File: src/apt_pkg.sv
// ----------------------------------------------------------------------------
// apt_pkg
// shared types and constants for the affine point transform pipeline
// ----------------------------------------------------------------------------
package apt_pkg;

  localparam int COORD_W     = 32;
  localparam int ROWS        = 3;
  localparam int COLS        = 4;
  localparam int COEFF_COUNT = ROWS * COLS;
  localparam int IDX_W       = 4;
  // a 32x32 signed product fits in 64 bits
  localparam int PROD_W      = 2 * COORD_W;
  // three products plus the translation term need two guard bits
  localparam int SUM_W       = PROD_W + 2;

  typedef logic signed [COORD_W-1:0] coord_t;
  typedef logic signed [PROD_W-1:0]  prod_t;
  typedef logic signed [SUM_W-1:0]   sum_t;
  typedef logic [IDX_W-1:0]          idx_t;

  typedef enum logic {
    KIND_LOAD  = 1'b0,
    KIND_POINT = 1'b1
  } kind_t;

  // register load enables of the four pipeline stages
  typedef struct packed {
    logic s1;
    logic s2;
    logic s3;
    logic s4;
  } pipe_en_t;

endpackage

File: src/apt_coeff_store.sv
// ----------------------------------------------------------------------------
// apt_coeff_store
// twelve matrix coefficients, reset to identity, loaded one per transfer
// ----------------------------------------------------------------------------
module apt_coeff_store #(
  parameter int FRAC_BITS = 16
) (
  input  logic           clk,
  input  logic           rst,
  input  logic           load_en,
  input  apt_pkg::idx_t  load_index,
  input  apt_pkg::coord_t load_value,
  output apt_pkg::coord_t coeff [apt_pkg::COEFF_COUNT]
);
  import apt_pkg::*;

  localparam coord_t ONE = coord_t'(1) <<< FRAC_BITS;

  always_ff @(posedge clk) begin
    if (rst) begin
      for (int r = 0; r < ROWS; r++) begin
        for (int c = 0; c < COLS; c++) begin
          coeff[r*COLS+c] <= (r == c) ? ONE : '0;
        end
      end
    end else if (load_en && (load_index < idx_t'(COEFF_COUNT))) begin
      coeff[load_index] <= load_value;
    end
  end

endmodule

File: config.mk
export PLATFORM = sky130hd
export DESIGN_NAME = apt_coeff_store
export DESIGN_NICKNAME = d
export VERILOG_FILES = /design/src/apt_pkg.sv /design/src/apt_coeff_store.sv
export SDC_FILE = /design/constraint.sdc
export NUM_CORES = 1
export LEC_CHECK = 0
export ABC_AREA = 1
export BUFFER_PORTS_ARGS = -buffer_cell sky130_fd_sc_hd__buf_2
export CELL_PAD_IN_SITES_DETAIL_PLACEMENT = 0
export CELL_PAD_IN_SITES_GLOBAL_PLACEMENT = 2
export CORE_MARGIN = 2
export CORE_UTILIZATION = 30
export CTS_BUF_LIST = sky130_fd_sc_hd__clkbuf_8
export DETAILED_ROUTE_END_ITERATION = 8
export PLACE_DENSITY = 0.85
export SYNTH_ARGS = -nofsm -noshare
export SYNTH_HDL_FRONTEND = slang
export SYNTH_SLANG_ARGS = --single-unit
File: constraint.sdc
create_clock -name clk -period 1.65 [get_ports clk]
set_input_delay 0 -clock clk [delete_from_list [all_inputs] [get_ports clk]]
set_output_delay 0 -clock clk [all_outputs]
set_load 0.01 [all_outputs]
## Word level (Yosys, flattened, before mapping)

Cells that the tools add are included.

- Input port bits: 39
- Bits in registers: 384

- Reduce and logical (&&, ||, !) cells: 2
- Bitwise gates (word level): 1
- $lt $le $gt $ge: 3
- Multiplexer cells: 3

Operators with widths:

| kind | count |
|---|---|
| $bwmux 384 | 1 |
| $demux 32 s4 | 1 |
| $mux 32 | 1 |
| $ge 5x5->1 const B | 1 |
| $lt 5x1->1 const B | 1 |
| $not 4->5 | 1 |
| $lt 4x4->1 const B | 1 |
| $logic_and 1x1->1 | 2 |

## Logic depth before layout (Yosys ltp)

- Depth after elaboration: 6
- Mapped depth: 7
- Depth with buffers taken out: 6

## Worst setup path before layout

Ideal clock, no wire load.

- Path type: input -> register
- Start point: in load_en
- End point: reg coeff[247] in the netlist's numbering
- Library setup time: 113 ps
- Stages on the path: 7
- Arrival: 830 ps
- Path slack: 707 ps
- Buffers on the path: 2
- Cell sequence: buf_2 -> nand3_2 -> nor2_4 -> buf_2 -> nand2_1 -> nand2_1 -> nor2_1

- Cells in the longest elaborated chain, start to end: 1

RTL lines:

| element | line | RTL |
|---|---|---|
| from (decl) | apt_coeff_store.sv:10 | `input logic load_en,` |
| $logic_and 1x1->1 | apt_coeff_store.sv:26 | `end else if (load_en && (load_index < idx_t'(COEFF_COUNT))) begin` |
| to (signal, indexed assignment) | apt_coeff_store.sv:23 | `coeff[r*COLS+c] <= (r == c) ? ONE : '0;` |
| to (signal, indexed assignment) | apt_coeff_store.sv:27 | `coeff[load_index] <= load_value;` |
| to (decl) | apt_coeff_store.sv:13 | `output apt_pkg::coord_t coeff [apt_pkg::COEFF_COUNT]` |

Every way passes these cells.
A chain may end at the register's enable or synchronous reset.

## Final worst setup path

- Start point: in load_en
- End point: reg coeff[48] in the netlist's numbering

Same word-level chain as after synthesis.

==> results.txt <==
Worst-margin pin slew: 0.645 ns
Slew headroom: 0.570
Reg with most FFs: coeff
CTS sink count: 384
Drt drc: 0
Post-CTS Setup Inserts: 0
Slew Limit Fails: 0
Top Ports: 423
Num CTS Buffers: 70
Top cell type's share of synthesized area: 0.527
Total Wirelength: 53.4 mm
Post-Syn Instances: 2162
Hold Worst Slack: 0.0677 ns
Avg Synthesized Cell Area: 6.75 µm²
Worst flop-to-flop path startpoint: coeff[48]$_SDFFE_PP1P_
Area of the multi-input gates: 6050 µm²
Max Root-Sink Buffers: 3
Hpwl dp: 36.2 mm
FF-to-FF setup slack: 0.52 ns
GRT Total Usage: 0.207
Antenna violations before repair: 1
Crit path kind: in -> reg
Worst setup SP type: input port
Pwr/cell area: 1050 nW/µm²
Post-synthesis register bit count: 384
Critical Path Source: load_en
CTS tree: built
Reg2reg path depth: 3
Die area: 50400 µm²
Reg2Reg Capture Point: coeff[48]$_SDFFE_PP1P_
DIE HEIGHT: 225 µm
Final ANT Viol Nets: 0
Synthesized area: 14600 µm²
Worst path slowest cell: dlygate4sd3_1
Share of layout cells above drive strength 1: 0.221
Critical path peak fanout: 41
IO buf count: 422
Clock transition at the registers of the reported paths: 0.06 ns
Arrival @ worst endpoint: 2.12 ns
Storage cell area: 7690 µm²
Max Freq: 644 MHz
Later-pin clock latency in the skew report: 0.62 ns
Vias per std cell: 4.36
Core ar.: 47800 µm²
Via count: 14200
Count of max-cap constraint violations: 0
Final Cycle Share: 0.942
CP Capture Type: register
Outcome: finished, final reports clean
Filler cells: 5121
Final Hold Fails: 0
Pwr Total: 0.0201 W
Total negative slack: 0 ns
Vias in the first global route: 13000
CP max stage delay: 0.54 ns
Pin count of the biggest net entering global routing: 78
Yosys warns: 0
First-pass GRT wire length: 78.8 mm
WL/cell: 16.4 µm
Hold Path Stages: 6
# rows: 80
Initial core utilization: 0.305
Leading post-synthesis cells by cell area: dfxtp_1 53%, nor2_1 20%, nand2_1 19%
Worst vdd ir: 0.000519 V
Beginning of the worst hold path: load_index[0]
Routability cong.: 0.790
Worst EP required: 2.22 ns
Most frequent CP cell: dlygate4sd3_1
Die X: 225 µm
Top flop regs: coeff (384)
Hold Path Class: in -> reg
Final Instance Count excl. Fillers: 3253
Placed cell area: 17400 µm²
Register area share after synthesis: 0.527
Setup Viol. Count Final: 0
Max reg flops: 384
Period minus WS final: 1.55 ns
Nets: 2633
1st-pass router iterations: 5
GRT overflow: 0
RSZ-0062 raised after global routing: no
Iter 0 DRT Violations: 779
Yosys cell types: 14
Final instance area: 19200 µm²
Synthesized net count: 2201
Dpl cells: 3096
Worst Hold Path EP: coeff[338]$_SDFFE_PP0P_
Area leader, netlist: dfxtp_1
H-tree depth: 3
Leakage: 9.60 nW
Clock Skew: 0 ns
Clock Root Buffer: clkbuf_8
CP Cell Sequence: dlygate4sd3_1 > buf_2 > nand3_2 > nor2_4 > buf_12 > nand2_1 > nand3_1 > dlygate4sd3_1
Area Overhead vs Synth: 31.3%
==> layer usage <==
| layer | up-vias | track usage | wire, µm |
|---|---|---|---|
| li1 | 7284 | - | - |
| met1 | 6434 | 0.261 | 23500 |
| met2 | 396 | 0.334 | 24700 |
| met3 | 78 | 0.0619 | 3910 |
| met4 | 0 | 0.0743 | 1230 |
| met5 | - | 0 | 0 |
==> kinds of logic (layout without fill, tap and decap cells) <==
family | after synthesis | after routing | share of synthesized area
AOI/OAI and AO/OA | 2 | 2 | 0.000686
other | 0 | 1 | 0
DFF | 384 | 384 | 0.527
and+or+nand+nor | 1556 | 1556 | 0.410
buffers and inverters | 220 | 695 | 0.0624
==> worst max-delay path: cells and delay by family <==
kind                   cells  cell delay, ns
and+or+nand+nor            4            0.55
buffers and inverters      4            1.55
==> power by group <==
group / internal [W] / switching, W
sequential: 0.00948 / 0.000117
clock: 0.00494 / 0.00391
combinational: 0.000564 / 0.00109
total: 0.0150 / 0.00512
==> cells in the final DEF (no fill, tap or decap) <==
| cell type | count |
|---|---|
| buf_12 | 13 |
| buf_2 | 422 |
| buf_4 | 36 |
| bufinv_16 | 1 |
| clkbuf_8 | 89 |
| clkinv_1 | 1 |
| clkinv_2 | 1 |
| clkinvlp_4 | 1 |
| dfxtp_1 | 384 |
| diode_2 | 1 |
| dlygate4sd3_1 | 41 |
| inv_1 | 86 |
| inv_2 | 3 |
| inv_8 | 1 |
| nand2_1 | 739 |
| nand3_1 | 4 |
| nand3_2 | 4 |
| nand4_1 | 33 |
| nor2_1 | 763 |
| nor2_2 | 3 |
| nor2_4 | 10 |
| o21ai_0 | 2 |
==> worst max-delay path by stage <==
stage | endpoint | slack, ns | cells past startpoint
final | coeff[48]$_SDFFE_PP1P_ | 0.1 | 8
after global routing | coeff[48]$_SDFFE_PP1P_ | 0.03 | 8
after CTS | coeff[48]$_SDFFE_PP1P_ | 0.03 | 8
after detailed placement | coeff[168]$_SDFFE_PP0P_ | 0.29 | 7
after global placement | coeff[163]$_SDFFE_PP0P_ | 0.28 | 7
after floorplan | coeff[247]$_SDFFE_PP0P_ | 0.71 | 7
==> cell usage after synthesis <==
master and number:
inv_2 3, nand4_1 33, clkbuf_1 84, nand3_1 6
nand2_1 739, nor2_4 4, nor2_1 765, o21ai_0 2
nor2_2 7, dfxtp_1 384, buf_2 68, nand3_2 2
inv_1 63, clkinv_1 2
==> per-stage QoR <==
| step | setup WS (ns) | util |
|---|---|---|
| after floorplan | 0.707 | - |
| after global placement | 0.284 | 0.364 |
| after detailed placement | 0.288 | 0.364 |
| after CTS | 0.0275 | 0.401 |
| after global routing | 0.0324 | 0.401 |
| final | 0.0963 | 0.401 |
==> what timing repair did <==
action | 4_1_cts | 5_1_grt
gates resized for setup | 0 | 1
setup endpoints to repair | 0 | 1
hold buffers | 41 | 0
endpoints found under the hold margin | 336 | 0
==> final cells by class <==
cell class	count	share of cell area
tap	615	0.0401
antenna	1	0.000131
multi-input combinational	1558	0.315
sequential	384	0.401
inverter	68	0.0137
clock buffer	89	0.0639
clock inverter	26	0.00672
timing repair buffer	512	0.159
No activity file was read; power rests on OpenSTA's default activity.
