$ cat src/apt_pkg.sv
// ----------------------------------------------------------------------------
// apt_pkg
// shared types and constants for the affine point transform pipeline
// ----------------------------------------------------------------------------
package apt_pkg;

  localparam int COORD_W     = 32;
  localparam int ROWS        = 3;
  localparam int COLS        = 4;
  localparam int COEFF_COUNT = ROWS * COLS;
  localparam int IDX_W       = 4;
  // a 32x32 signed product fits in 64 bits
  localparam int PROD_W      = 2 * COORD_W;
  // three products plus the translation term need two guard bits
  localparam int SUM_W       = PROD_W + 2;

  typedef logic signed [COORD_W-1:0] coord_t;
  typedef logic signed [PROD_W-1:0]  prod_t;
  typedef logic signed [SUM_W-1:0]   sum_t;
  typedef logic [IDX_W-1:0]          idx_t;

  typedef enum logic {
    KIND_LOAD  = 1'b0,
    KIND_POINT = 1'b1
  } kind_t;

  // register load enables of the four pipeline stages
  typedef struct packed {
    logic s1;
    logic s2;
    logic s3;
    logic s4;
  } pipe_en_t;

endpackage

$ cat src/apt_sum.sv
// ----------------------------------------------------------------------------
// apt_sum
// stages 2 and 3: pairwise sums, then the full row sum
// ----------------------------------------------------------------------------
module apt_sum #(
  parameter int FRAC_BITS = 16
) (
  input  logic              clk,
  input  logic              rst,
  input  apt_pkg::pipe_en_t en,
  input  logic              in_valid,
  input  apt_pkg::prod_t    prod  [apt_pkg::ROWS][3],
  input  apt_pkg::coord_t   trans [apt_pkg::ROWS],
  output logic              valid_mid,
  output logic              valid,
  output apt_pkg::sum_t     total [apt_pkg::ROWS]
);
  import apt_pkg::*;

  sum_t sum_a [ROWS];
  sum_t sum_b [ROWS];

  always_ff @(posedge clk) begin
    if (rst) begin
      valid_mid <= 1'b0;
      valid     <= 1'b0;
    end else begin
      if (en.s2) begin
        valid_mid <= in_valid;
      end
      if (en.s3) begin
        valid <= valid_mid;
      end
    end
  end

  always_ff @(posedge clk) begin
    if (en.s2 && in_valid) begin
      for (int r = 0; r < ROWS; r++) begin
        sum_a[r] <= sum_t'(prod[r][0]) + sum_t'(prod[r][1]);
        // translation times one is the coefficient moved up by the fraction
        sum_b[r] <= sum_t'(prod[r][2]) + (sum_t'(trans[r]) <<< FRAC_BITS);
      end
    end
    if (en.s3 && valid_mid) begin
      for (int r = 0; r < ROWS; r++) begin
        total[r] <= sum_a[r] + sum_b[r];
      end
    end
  end

endmodule

$ cat config.mk
export PLATFORM = sky130hd
export DESIGN_NAME = apt_sum
export DESIGN_NICKNAME = d
export VERILOG_FILES = /design/src/apt_pkg.sv /design/src/apt_sum.sv
export SDC_FILE = /design/constraint.sdc
export NUM_CORES = 2
export LEC_CHECK = 0
export BUFFER_PORTS_ARGS = -buffer_cell sky130_fd_sc_hd__buf_2
export CORE_ASPECT_RATIO = 0.5
export CORE_MARGIN = 5
export CORE_UTILIZATION = 40
export DETAILED_ROUTE_END_ITERATION = 6
export PLACE_DENSITY_LB_ADDON = 0.12
export SYNTH_ARGS = -nofsm -noshare
export SYNTH_HDL_FRONTEND = slang
export SYNTH_SLANG_ARGS = --single-unit
export TNS_END_PERCENT = 1
$ cat constraint.sdc
create_clock -name clk -period 13.9 [get_ports clk]
set_clock_uncertainty 0.2 [all_clocks]
set_input_delay 2.78 -clock clk [delete_from_list [all_inputs] [get_ports clk]]
set_output_delay 2.78 -clock clk [all_outputs]
set_load 0.02 [all_outputs]
Yosys cells after proc, flatten, opt, wreduce, memory -nomap -nowiden:

Memory sizes are Yosys's and may differ from the RTL's.
Index checks and enable logic that the tools add are counted.
Widths: inputs -> output; s select.

* output and inout bits: 200
* logic and storage cells: 20
* input port bits: 679
* memories kept: 2
* memory bits (writable): 396
* register bits after elaboration: 200

Memories
* sum_a: words 3, bits a word 66, read ports 3, clocked after memory_dff 0, write ports 3, RTL line apt_sum.sv:20 `sum_t sum_a [ROWS];`
* sum_b: words 3, bits a word 66, read ports 3, clocked after memory_dff 0, write ports 3, RTL line apt_sum.sv:21 `sum_t sum_b [ROWS];`

* mux-type cells: 2
* reduce and logical (&&, ||, !) cells: 2
* add/sub/neg operators: 9

Operator list (number)
* $add 66x66->66: 3
* $add 64x48->65: 3
* $add 64x64->65: 3
* $logic_and 1x1->1: 2
* $mux 1: 2

Logic depth before layout (Yosys ltp):

* word-level depth: 3
* depth in mapped cells: 14

Least setup slack after synthesis:

OpenSTA, ideal clock, no wires.

* kind: input to register
* start point: input in_valid
* end point: memory sum_a[0][0] in the netlist's numbering, enable pin
* path slack: 1.330 ns
* stages: 1
* data required time: 12.898 ns
* library setup time: 0.802 ns
* arrival time: 11.568 ns
* path through: and2_1

RTL lines
* from (decl): RTL line apt_sum.sv:11 `input logic in_valid,`
* to (decl): RTL line apt_sum.sv:20

==> impl_metrics.env <==
export IMPL_outcome="completed"
export IMPL_end_kind="flop"
export IMPL_timing_fmax_ghz=0.1544
export IMPL_syn_nets=6105
export IMPL_worst_r2r_path_depth=12
export IMPL_setup_tns_ns=0
export IMPL_slowest_delay_ns=0.43
export IMPL_grt_max_degree=149
export IMPL_ctsResizeCount=0
export IMPL_setup_viol_count_final=0
export IMPL_instances_no_fill=7349
export IMPL_synthArstFlopShare_pct=0
export IMPL_grt_pass1_wl_um=234200
export IMPL_wl_per_cell_um=21.52
export IMPL_syn2layout_area_growth_pct=17.30
export IMPL_power_frac_clock_pct=27.9
export IMPL_drt_vias_per_instance=5.552
export IMPL_ant_nets=0
export IMPL_relSlewSlack_pct=36.70
export IMPL_p_sw_share_pct=35.32
export IMPL_drv_cap=0
export IMPL_avgSynthCellArea_um2=9.655
export IMPL_dr_max_layer_used="met5"
export IMPL_synth_cells=4886
export IMPL_cp_slowest_cell="a21oi_1"
export IMPL_ys_warn_count=0
export IMPL_tightest_slew_ns=0.9494
export IMPL_drt_met1_wl_um=64880
export IMPL_path_class="input port to flop"
export IMPL_num_fill_cells=11260
export IMPL_grt_util_all_layers_pct=23.93
export IMPL_ys_ff_latch=590
export IMPL_cts_root_buffer="clkbuf_16"
export IMPL_fin_crit_ns=6.476
export IMPL_cp_required_ns=14.12
export IMPL_synth_cell_type_count=87
export IMPL_yosys_area_top_type_share_pct=37.43
export IMPL_clockBufferDepth=3
export IMPL_yosysTopAreaCell="edfxtp_1"
export IMPL_combinationalPowerShare_pct=36.5
export IMPL_crit_path_frequent_cell="a21oi_1"
export IMPL_peakVddDrop_mv=0.1070
export IMPL_antenna_found_initial=29
export IMPL_postCtsHoldBufs=0
export IMPL_p_sw_uw=2316
export IMPL_wl_um=158200
export IMPL_vias=40800
export IMPL_clk_latency_ns=0.69
export IMPL_synth_area_top_cells="edfxtp_1, ha_1, a21oi_1, a21o_1, xnor2_1"
export IMPL_htree_levels=2
export IMPL_dp_final_hpwl_um=131300
export IMPL_overflow=0
export IMPL_rsz0062_at_grt="no"
export IMPL_met2RoutedLength_um=79880
export IMPL_fp_coreArea_mm2=0.1175
export IMPL_fin_nets=6903
export IMPL_drcViolationCount=0
export IMPL_synth_area_mm2=0.04718
export IMPL_worstPathMaxFanout=4
export IMPL_postCtsSetupRepairBufs=0
export IMPL_drt_iter0_markers=2623
export IMPL_cp_cell_sequence="buf_2 > ha_1 > fa_1 > a21o_1 > a21oi_1 > o21ai_0 > a21oi_1 > a211oi_1 > o31a_1 > o2111ai_1 > nor2b_1 > o21ai_0 > a21oi_1 > xnor2_1"
export IMPL_hold_violations=0
export IMPL_place_congestion=0.9484
export IMPL_worst_setup_path_start_kind="input port"
export IMPL_min_period_over_period_pct=46.59
export IMPL_p_int_uw=4241
export IMPL_cts_tree="built"
export IMPL_fp_dieW_um=495.7
export IMPL_synthFlopType="edfxtp_1"
export IMPL_slew_viol_final=0
export IMPL_die_area_mm2=0.1253
export IMPL_path_clk_slew_ns=0.07
export IMPL_powerDensity_mw_per_mm2=118.5
export IMPL_crit_arrival_ns=6.69
export IMPL_hold_depth=2
export IMPL_p_leak_uw=0.02406
export IMPL_drt_pass1_iter_count=6
export IMPL_seq_power_share_pct=35.6
export IMPL_die_h_um=252.8
export IMPL_hp_class="flop to flop"
export IMPL_grt_pass1_vias=40490
export IMPL_rows=89
export IMPL_io_pins=879
export IMPL_synth_seq_area_share_pct=37.51
export IMPL_wl_met3_um=7040
export IMPL_drive_gt1_share_pct=18.49
export IMPL_yosysMostFrequentCell="edfxtp_1"
export IMPL_synth_edff_count=588
export IMPL_clock_sinks=590
export IMPL_synth_common_cells="edfxtp_1, a21oi_1, ha_1"
export IMPL_dp_cells=7213
export IMPL_start_util_pct=40.16
export IMPL_numCtsBuffers=61
export IMPL_portBuffers=876
==> critical path, delay by kind of cell <==
kind	cells	cell delay [ns]
adder cells (fa/ha/maj)	2	0.64
AO/OA/AOI/OAI	9	2.76
buffers and inverters	1	0.11
AND/OR/NAND/NOR	1	0.29
XOR/XNOR	1	0.10
==> metal layers <==
layer,global-route usage [%],vias to the layer above
met3,3.019,252
met2,43.21,985
met4,9.163,2
li1,-,20120
met1,29.18,19440
met5,0,-
==> sequential cells by signal, indices dropped and copies added (netlist names) <==
name	flops
sum_b	195
valid_mid	1
valid	1
total	198
sum_a	195
==> cell type report <==
cell class / count / area, µm² / share of cell area (%)
antenna: 20 / 50.05 / 0.09044
clock buffer: 66 / 1575 / 2.847
clock inverter: 50 / 626.9 / 1.133
inverter: 159 / 596.8 / 1.079
multi-input combinational: 3986 / 28310 / 51.17
sequential: 590 / 17700 / 31.98
tap: 1592 / 1992 / 3.600
timing repair buffer: 886 / 4484 / 8.104
==> power groups by stage <==
stage	clock, µW	combinational, µW	sequential (µW)
final	1830	2390	2330
after global routing	1950	2640	2340
after CTS	1880	2390	2340
after detailed placement	0	2380	2370
after global placement	0	2370	2370
after floorplan	0	1630	2390
==> cells by family (layout without fill, tap and decap cells) <==
| logic type | Yosys count | after routing | synth area share [%] |
|---|---|---|---|
| compound gates | 1765 | 1765 | 24.06 |
| simple gates | 1182 | 1182 | 12.19 |
| flops | 590 | 590 | 37.51 |
| fa+ha+maj | 540 | 540 | 14.46 |
| xor+xnor | 494 | 494 | 9.171 |
| buf+inv | 310 | 1161 | 2.480 |
| mux | 5 | 5 | 0.1140 |
| other cells | 0 | 20 | 0 |
==> metrics by stage <==
| stage | setup WS, ns | hold WS (ns) | instance area, µm² | util, % | power (µW) |
|---|---|---|---|---|---|
| floorplan | 1.330 | 0.3128 | 47180 | - | 4019 |
| detailed placement | 6.958 | 0.3073 | 53080 | 45.19 | 4750 |
| CTS | 7.647 | 0.3247 | 55290 | 47.06 | 6607 |
| global placement | 6.982 | 0.2743 | 53080 | 45.19 | 4742 |
| finish | 7.424 | 0.3217 | 55340 | 47.10 | 6556 |
| global route | 7.369 | 0.3560 | 55330 | 47.09 | 6928 |
==> cells in the final DEF, fill, tap and decap left out, drive strengths merged, types with 10 or more instances in the layout <==
| cell type | instances |
|---|---|
| or2 | 19 |
| o21bai | 130 |
| nand2 | 338 |
| a31oi | 51 |
| nand3 | 93 |
| ha | 531 |
| edfxtp | 588 |
| clkinvlp | 10 |
| and3 | 43 |
| nor4 | 19 |
| a211oi | 39 |
| nor2 | 284 |
| a21o | 366 |
| a21oi | 586 |
| and2 | 28 |
| bufinv | 11 |
| inv | 170 |
| a21boi | 20 |
| clkinv | 18 |
| a31o | 14 |
| nand4 | 118 |
| o21a | 50 |
| nor3 | 66 |
| o31ai | 29 |
| or3 | 20 |
| nand2b | 53 |
| a221o | 12 |
| o21ai | 299 |
| o211ai | 31 |
| xnor2 | 303 |
| diode | 20 |
| a2111oi | 11 |
| a221oi | 21 |
| nor2b | 54 |
| buf | 886 |
| and4 | 18 |
| clkbuf | 66 |
| xor2 | 191 |
| o41ai | 11 |
==> path summary, 6_finish.rpt <==
path                 startpoint  slack, ns            end
setup / recovery       prod[64]       7.42  sum_a[0][190]
hold / removal            valid       0.32          valid
setup reg to reg  sum_a[0][133]       9.22      total[57]
hold reg to reg           valid       0.32          valid
Note: power is estimated with default switching activity, not from simulation.
