`config.mk`:
```
export PLATFORM = sky130hd
export DESIGN_NAME = apt_round_sat
export DESIGN_NICKNAME = d
export VERILOG_FILES = /design/src/apt_pkg.sv /design/src/apt_round_sat.sv
export SDC_FILE = /design/constraint.sdc
export NUM_CORES = 1
export LEC_CHECK = 0
export BUFFER_PORTS_ARGS = -buffer_cell sky130_fd_sc_hd__buf_2
export CAP_MARGIN = 0
export CORE_AREA = 2 2 118 120
export DETAILED_ROUTE_END_ITERATION = 10
export DIE_AREA = 0 0 120 122
export PLACE_DENSITY = 0.76
export SETUP_SLACK_MARGIN = 0.2
export SLEW_MARGIN = 20
export SYNTH_ARGS = -nofsm -noshare
export SYNTH_HDL_FRONTEND = slang
export SYNTH_SLANG_ARGS = --single-unit
```
`constraint.sdc`:
```
create_clock -name clk -period 2.6 [get_ports clk]
set_clock_uncertainty 0.1 [all_clocks]
set_input_delay 0 -clock clk [delete_from_list [all_inputs] [get_ports clk]]
set_output_delay 0 -clock clk [all_outputs]
set_load 0.01 [all_outputs]
```
`src/apt_pkg.sv`:
```
// ----------------------------------------------------------------------------
// apt_pkg
// shared types and constants for the affine point transform pipeline
// ----------------------------------------------------------------------------
package apt_pkg;

  localparam int COORD_W     = 32;
  localparam int ROWS        = 3;
  localparam int COLS        = 4;
  localparam int COEFF_COUNT = ROWS * COLS;
  localparam int IDX_W       = 4;
  // a 32x32 signed product fits in 64 bits
  localparam int PROD_W      = 2 * COORD_W;
  // three products plus the translation term need two guard bits
  localparam int SUM_W       = PROD_W + 2;

  typedef logic signed [COORD_W-1:0] coord_t;
  typedef logic signed [PROD_W-1:0]  prod_t;
  typedef logic signed [SUM_W-1:0]   sum_t;
  typedef logic [IDX_W-1:0]          idx_t;

  typedef enum logic {
    KIND_LOAD  = 1'b0,
    KIND_POINT = 1'b1
  } kind_t;

  // register load enables of the four pipeline stages
  typedef struct packed {
    logic s1;
    logic s2;
    logic s3;
    logic s4;
  } pipe_en_t;

endpackage

```
`src/apt_round_sat.sv`:
```
// ----------------------------------------------------------------------------
// apt_round_sat
// stage 4: floor shift by the fraction width and saturate to 32 bits
// ----------------------------------------------------------------------------
module apt_round_sat #(
  parameter int FRAC_BITS = 16
) (
  input  logic              clk,
  input  logic              rst,
  input  apt_pkg::pipe_en_t en,
  input  logic              in_valid,
  input  apt_pkg::sum_t     total [apt_pkg::ROWS],
  output logic              valid,
  output apt_pkg::coord_t   res   [apt_pkg::ROWS]
);
  import apt_pkg::*;

  localparam sum_t SAT_HI = (sum_t'(1) <<< (COORD_W - 1)) - sum_t'(1);
  localparam sum_t SAT_LO = -(sum_t'(1) <<< (COORD_W - 1));

  sum_t shifted [ROWS];

  always_comb begin
    for (int r = 0; r < ROWS; r++) begin
      shifted[r] = total[r] >>> FRAC_BITS;
    end
  end

  always_ff @(posedge clk) begin
    if (rst) begin
      valid <= 1'b0;
    end else if (en.s4) begin
      valid <= in_valid;
    end
  end

  always_ff @(posedge clk) begin
    if (en.s4 && in_valid) begin
      for (int r = 0; r < ROWS; r++) begin
        if (shifted[r] > SAT_HI) begin
          res[r] <= SAT_HI[COORD_W-1:0];
        end else if (shifted[r] < SAT_LO) begin
          res[r] <= SAT_LO[COORD_W-1:0];
        end else begin
          res[r] <= shifted[r][COORD_W-1:0];
        end
      end
    end
  end

endmodule

```
**Yosys cells after proc, flatten, opt, wreduce, memory -nomap -nowiden**

Index checks and enable logic that the tools add are counted.

- Bits in registers: 97
- Logic and storage cells: 14
- Input bits: 205
- Output and inout bits: 97

- $lt $le $gt $ge: 6
- Reduce and logical (&&, ||, !) cells: 1
- Mux-type cells: 3

Operators by type and width:

| operator | count |
|---|---|
| 50-bit by 32-bit > comparator with 1-bit output (second input constant) | 3 |
| 50-bit by 32-bit < comparator with 1-bit output (second input constant) | 3 |
| 32-bit 2-to-1 mux | 3 |
| 1-bit logical AND | 1 |

**Longest topological paths before layout**

Gate-level depths: netlist of the first run.

- Depth in word-level cells: 2
- Mapped depth: 5
- Gate-level depth less buffers: 4

**Worst setup path before layout of the first run**

No wires, ideal clock.

- Path kind: input-to-reg
- Start: input port in_valid
- End: register res[0] (netlist bit), enable pin
- Buffers on the path: 0
- Path slack: -0.202 ns
- Arrival time: 2.236 ns
- Stages on the path: 1
- Setup time: 0.466 ns
- Cell sequence: and2_1

- Cells in the longest elaborated chain, start to end: 1

RTL lines:

| element | line | source |
|---|---|---|
| from (decl) | apt_round_sat.sv:11 | `input logic in_valid,` |
| 1-bit logical AND | apt_round_sat.sv:38 | `if (en.s4 && in_valid) begin` |
| to (signal, indexed assignment) | apt_round_sat.sv:41 | `res[r] <= SAT_HI[COORD_W-1:0];` |
| to (signal, indexed assignment) | apt_round_sat.sv:43 | `res[r] <= SAT_LO[COORD_W-1:0];` |
| to (signal, indexed assignment) | apt_round_sat.sv:45 | `res[r] <= shifted[r][COORD_W-1:0];` |
| to (decl) | apt_round_sat.sv:14 | `output apt_pkg::coord_t res [apt_pkg::ROWS]` |

Every way passes these cells.
A chain may end at the register's enable or synchronous reset.

==> run_results.csv, run 1 <==
group,metric,value,unit
place,placedCellCount,673,
route,drtIter0Drc,218,
cells_and_area,antennaDiodeCount,0,
cells_and_area,multi_input_area,1046,um^2
route,avgViaCountPerCell,4.633,
synthesis,avgSynthCellArea,15.87,um^2
status,run_status,"finished clean",
cells_and_area,most-common-layout-cells,"buf_2, dlygate4sd3_1, edfxtp_1",
synthesis,syn_nets,462,
floorplan,ios,302,
synthesis,ys_seq_area_share,71.19,%
floorplan,initial_utilization,30.20,%
global_routing,grt_pass1_vias,3749,
setup_path,critPathKind,"in2reg",
sta,fin_crit_sh,63.18,%
power,ir_worst_vdd,0.3271,mV
place,io_buffers,250,
clocking,cts_resized,0,
setup_path,worst_r2r_endpoint,"valid",
hold_path,min_to,"res[82]",
sta,setup_viol,0,
clocking,h-tree-depth,3,
clocking,cts_buffers,9,
cells_and_area,final_cells,787,
global_routing,antenna_found_initial,0,
synthesis,syn_inst,257,
clocking,cts_tree,"yes",
power,cellPowerDensity,575.1,nW/um^2
setup_path,end_kind,"flop",
place,dp_hpwl,7731,um
sta,final_hold_viol_count,0,
clocking,clock-root-buffer,"clkbuf_16",
floorplan,rows,43,
clocking,post-cts-setup-buffer-count,0,
sta,maxSlewHeadroom,59.51,%
synthesis,ys_seq_elements,97,
global_routing,grt_usage,15.96,%
floorplan,fp.dieW,120,um
route,final_antenna_net_count,0,
route,vias,3646,
sta,finalWorstSetupSlack,957.4,ps
global_routing,grt_max_degree,54,
clocking,clkSinkCount,97,
floorplan,die_h,122,um
setup_path,worst-r2r-setup-slack,1320,ps
setup_path,crit_arrival,1820,ps
setup_path,path_max_fanout,53,
place,gp_congestion,0.7625,
route,dr.pass1.iters,4,
power,leakagePower,3.182,nW
sta,max_freq,0.6088,GHz
hold_path,hold_depth,2,
route,drc,0,
cells_and_area,final_common_cell,"buf_2",
sta,fin_crit,1643,ps
setup_path,reg2reg_from,"valid",
synthesis,syn_area,4078,um^2
cells_and_area,nets,807,
run,maxCapViolations,0,
cells_and_area,fillCellCount,1146,
floorplan,core_region_area,13500,um^2
clocking,clock_path_buffers,2,
hold_path,hp-class,"in2reg",
route,wl_per_cell,15.34,um
clocking,clkLatencyLatePin,340,ps
sta,rsz0062_at_grt,"no",
hold_path,min_from,"in_valid",
place,post-place-ws,827.2,ps
power,total_power,3.917,mW
global_routing,gr-total-overflow,0,
setup_path,r2r_cells,3,
sta,setup_tns,0,ps
synthesis,yosys_warnings,0,
floorplan,die_area,14640,um^2
sta,slew_violations,0,
setup_path,required,2780,ps
global_routing,grt_pass1_wl,18090,um
route,drt-total-wl,12070,um
setup_path,worstSetupStartpointType,"primary input",
cells_and_area,drive_gt1_share,46.62,%
cells_and_area,layout.area.seq,2903,um^2
sta,worst_pin_slew,607.4,ps
clocking,clkSlewWorstSetupHoldPaths,70,ps
synthesis,synth_cell_types,17,
cells_and_area,area_growth,67.05,%
critical path: stages:
cell,delay (ps)
buf_2,100
and2_4,520
buf_12,350
a21oi_1,70
nor2_1,110
dlygate4sd3_1,580
synthesized netlist by cell type:
library cell | count | area (um^2)
edfxtp_1 | 96 | 2883
a21o_1 | 90 | 675.7
clkbuf_1 | 12 | 45.04
nand4_1 | 12 | 75.07
nor4_1 | 12 | 75.07
buf_6 | 9 | 101.4
nor2_1 | 4 | 15.01
a21o_2 | 3 | 26.28
a31oi_1 | 3 | 18.77
and3_1 | 3 | 18.77
nand2_1 | 3 | 11.26
o31ai_4 | 3 | 63.81
or3_4 | 3 | 33.78
a21oi_1 | 1 | 5.000
and2_1 | 1 | 6.260
dfxtp_1 | 1 | 20.02
inv_1 | 1 | 3.750
per-layer routing:
layer  track usage [%]  vias to the layer above  routed length (um)
met5                 0                        -                   0
met4             8.088                        0                 344
met3             3.979                       27                 830
met2             28.62                      188                6253
met1             17.53                     1727                4646
li1                  -                     1704                   -
metrics by stage:
stage,utilization [%],cell area [um^2],hold WS [ps]
6_report,50.44,6812,188.6
2_1_floorplan,-,4079,-27.62
4_1_cts,50.44,6812,192.3
3_3_place_gp,40.78,5507,56.73
5_1_grt,50.44,6812,214.8
3_5_place_dp,40.78,5507,58.49
final cells by class:
| class | count | area share, % |
|---|---|---|
| Inverter | 1 | 0.05511 |
| Timing Repair Buffer | 355 | 33.91 |
| Sequential cell | 97 | 42.62 |
| Multi-Input combinational cell | 138 | 15.36 |
| Clock inverter | 2 | 0.8817 |
| Tap cell | 180 | 3.306 |
| Clock buffer | 14 | 3.876 |
how the worst max path moves through the flow:
stage / startpoint / endpoint / slack [ps]
2_1_floorplan: en[0] / res[0] / 850
6_report: en[0] / valid / 960
5_1_grt: en[0] / valid / 850
3_3_place_gp: total[58] / res[0] / 870
4_1_cts: en[0] / valid / 1060
3_5_place_dp: total[184] / res[65] / 830
kinds of logic after synthesis:
family	Yosys count	share of synthesized area (%)
buffers and inverters	22	3.682
flip-flops	97	71.19
AO/OA/AOI/OAI	100	19.36
AND/OR/NAND/NOR	38	5.769
state kept, by name (all words and copies together), names as in the netlist:
register	flops
res	96
valid	1
power by group:
group / switching (mW) / internal [mW]
combinational: 0.278 / 0.321
clock: 0.546 / 0.898
sequential: 0.0283 / 1.85
total: 0.852 / 3.06
what timing repair did:
item / CTS / global route
endpoints found under the hold margin: 97 / 0
endpoints found under the setup margin: 0 / 0
hold buffers: 98 / 0
Power figures use the tool's default switching activity.
==> run 2: changes to the inputs <==
--- a/config.mk
+++ b/config.mk
@@ -7,10 +7,10 @@
 export LEC_CHECK = 0
 export BUFFER_PORTS_ARGS = -buffer_cell sky130_fd_sc_hd__buf_2
 export CAP_MARGIN = 0
-export CORE_AREA = 2 2 118 120
+export CORE_AREA = 2 2 117 119
 export DETAILED_ROUTE_END_ITERATION = 10
-export DIE_AREA = 0 0 120 122
-export PLACE_DENSITY = 0.76
+export DIE_AREA = 0 0 119 121
+export PLACE_DENSITY = 0.74
 export SETUP_SLACK_MARGIN = 0.2
 export SLEW_MARGIN = 20
 export SYNTH_ARGS = -nofsm -noshare
==> constraint.sdc (replaced) <==
create_clock -name clk -period 1.7 [get_ports clk]
set_clock_uncertainty 0.1 [all_clocks]
set_input_delay 0 -clock clk [delete_from_list [all_inputs] [get_ports clk]]
set_output_delay 0 -clock clk [all_outputs]
set_load 0.01 [all_outputs]
==> run 2 against run 1 <==
  * Combinational power is 56% higher
  * Total power is 47% higher
  * Wire length is 1.1% higher
  * Utilization is 1.7 points higher
  * Critical endpoint unchanged
  * Largest cell class unchanged
  * Largest power group unchanged
==> run_results.csv, run 2 (synthesized netlist as in run 1, its figures left out) <==
group,metric,value,unit
floorplan,ios,302,
cells_and_area,largest_register_ffs,96,
clocking,clock-root-buffer,"clkbuf_16",
clocking,clkLatencyLatePin,340,ps
global_routing,grt_pass1_wl,18780,um
setup_path,cp_num_buf_inv,1,
cells_and_area,top_regs,"res: 96 flops, valid: 1 flops",
hold_path,min_to,"res[42]",
place,io_buffers,250,
route,final_antenna_net_count,0,
route,vias,3676,
setup_path,worstSetupStartpointType,"flop",
clocking,clkSlewWorstSetupHoldPaths,60,ps
sta,maxSlewHeadroom,74.58,%
cells_and_area,area_growth,67.20,%
floorplan,rows,42,
clocking,cts_tree,"yes",
setup_path,reg2reg_from,"valid",
sta,fin_crit_sh,76.57,%
cells_and_area,antennaDiodeCount,0,
run,maxCapViolations,0,
setup_path,crit_arrival,1430,ps
global_routing,grt_usage,16.89,%
cells_and_area,final_common_cell,"buf_2",
cells_and_area,drive_gt1_share,47.31,%
global_routing,grt_pass1_vias,3870,
global_routing,grt_max_degree,41,
clocking,clkSinkCount,97,
sta,rsz0062_at_grt,"no",
clocking,h-tree-depth,3,
setup_path,cpPeakStageDelay,550,ps
setup_path,worst_r2r_endpoint,"valid",
route,drc,0,
clocking,clock_path_buffers,2,
power,leakagePower,3.194,nW
setup_path,r2r_cells,3,
route,drt-total-wl,12210,um
clocking,cts_buffers,9,
floorplan,die_area,14400,um^2
route,dr.pass1.iters,4,
sta,fin_crit,1302,ps
route,wl_per_cell,15.48,um
hold_path,min_from,"in_valid",
clocking,cts_resized,0,
sta,final_hold_viol_count,0,
hold_path,hold_depth,2,
setup_path,slowest_stage,"dlygate4sd3_1",
cells_and_area,fillCellCount,1089,
status,run_status,"finished clean",
sta,max_freq,0.7682,GHz
hold_path,hp-class,"in2reg",
power,ir_worst_vdd,0.4761,mV
setup_path,worst-r2r-setup-slack,400,ps
setup_path,critPathKind,"reg2reg",
route,avgViaCountPerCell,4.659,
place,post-place-ws,212.7,ps
sta,setup_tns,0,ps
power,cellPowerDensity,841.9,nW/um^2
floorplan,core_region_area,13090,um^2
route,drtIter0Drc,194,
setup_path,end_kind,"flop",
cells_and_area,top_register,"res",
sta,setup_viol,0,
setup_path,required,1830,ps
global_routing,antenna_found_initial,0,
cells_and_area,nets,815,
cells_and_area,final_core_util,52.10,%
sta,worst_pin_slew,377.9,ps
cells_and_area,most-common-layout-cells,"buf_2, dlygate4sd3_1, edfxtp_1",
place,gp_congestion,0.8332,
setup_path,cp_top_family,"buffers and inverters",
clocking,post-cts-setup-buffer-count,0,
place,dp_hpwl,8105,um
floorplan,initial_utilization,31.16,%
sta,finalWorstSetupSlack,398.3,ps
setup_path,crit_chain,"a21oi_1 > nor2_1 > dlygate4sd3_1",
clocking,hold_buffers,98,
sta,slew_violations,0,
global_routing,gr-total-overflow,0,
floorplan,die_h,121,um
floorplan,fp.dieW,119,um
setup_path,path_max_fanout,2,
## run 2: cell types whose count changed in the layout (fill, tap and decap cells not counted)
cell,previous run,this run
buf_4,5,13
clkinvlp_4,0,1
clkbuf_8,2,0
clkinv_2,0,1
clkinv_1,0,1
clkbuf_1,3,1
bufinv_16,2,1
## run 2: layer usage
| layer | part of all wire [%] | routed length (um) | up-vias | global-route usage (%) |
|---|---|---|---|---|
| li1 | - | - | 1724 | - |
| met1 | 39 | 4723 | 1733 | 18.81 |
| met2 | 52 | 6335 | 186 | 30.10 |
| met3 | 6.2 | 756 | 33 | 4.276 |
| met4 | 3.2 | 395 | 0 | 8.185 |
| met5 | 0 | 0 | - | 0 |
## run 2: worst max path at each step
| stage | startpoint | endpoint | cells past startpoint |
|---|---|---|---|
| after detailed placement | total[58] | res[29] | 6 |
| after floorplan | en[0] | res[0] | 1 |
| after CTS | valid | valid | 3 |
| after global placement | total[195] | res[65] | 6 |
| after global routing | valid | valid | 3 |
| final | valid | valid | 3 |
## run 2: area by class of cell
class                           count  area, um^2  area share [%]
Inverter                            1       3.754         0.05506
Multi-Input combinational cell    138        1046           15.34
Sequential cell                    97        2903           42.58
Tap cell                          176       220.2           3.230
Clock buffer                       10       229.0           3.358
Timing Repair Buffer              363        2370           34.76
Clock inverter                      4       46.29          0.6790
## run 2: metrics by stage
stage | total power [mW] | hold slack [ps] | cells | area, um^2
after detailed placement | 3.665 | 64.51 | 677 | 5562
final | 5.740 | 70.83 | 789 | 6818
after CTS | 5.790 | 54.08 | 789 | 6818
after global routing | 5.959 | 77.64 | 789 | 6818
after global placement | 3.636 | 63.83 | 677 | 5562
after floorplan | 3.246 | -27.62 | 257 | 4080
## run 2: power breakdown
group / internal [mW] / total, mW / switching [mW] / leakage, nW
Clock: 1.12 / 1.94 / 0.825 / 0.132
Combinational: 0.503 / 0.931 / 0.428 / 2.12
Sequential: 2.82 / 2.87 / 0.0442 / 0.944
Total: 4.44 / 5.74 / 1.30 / 3.19
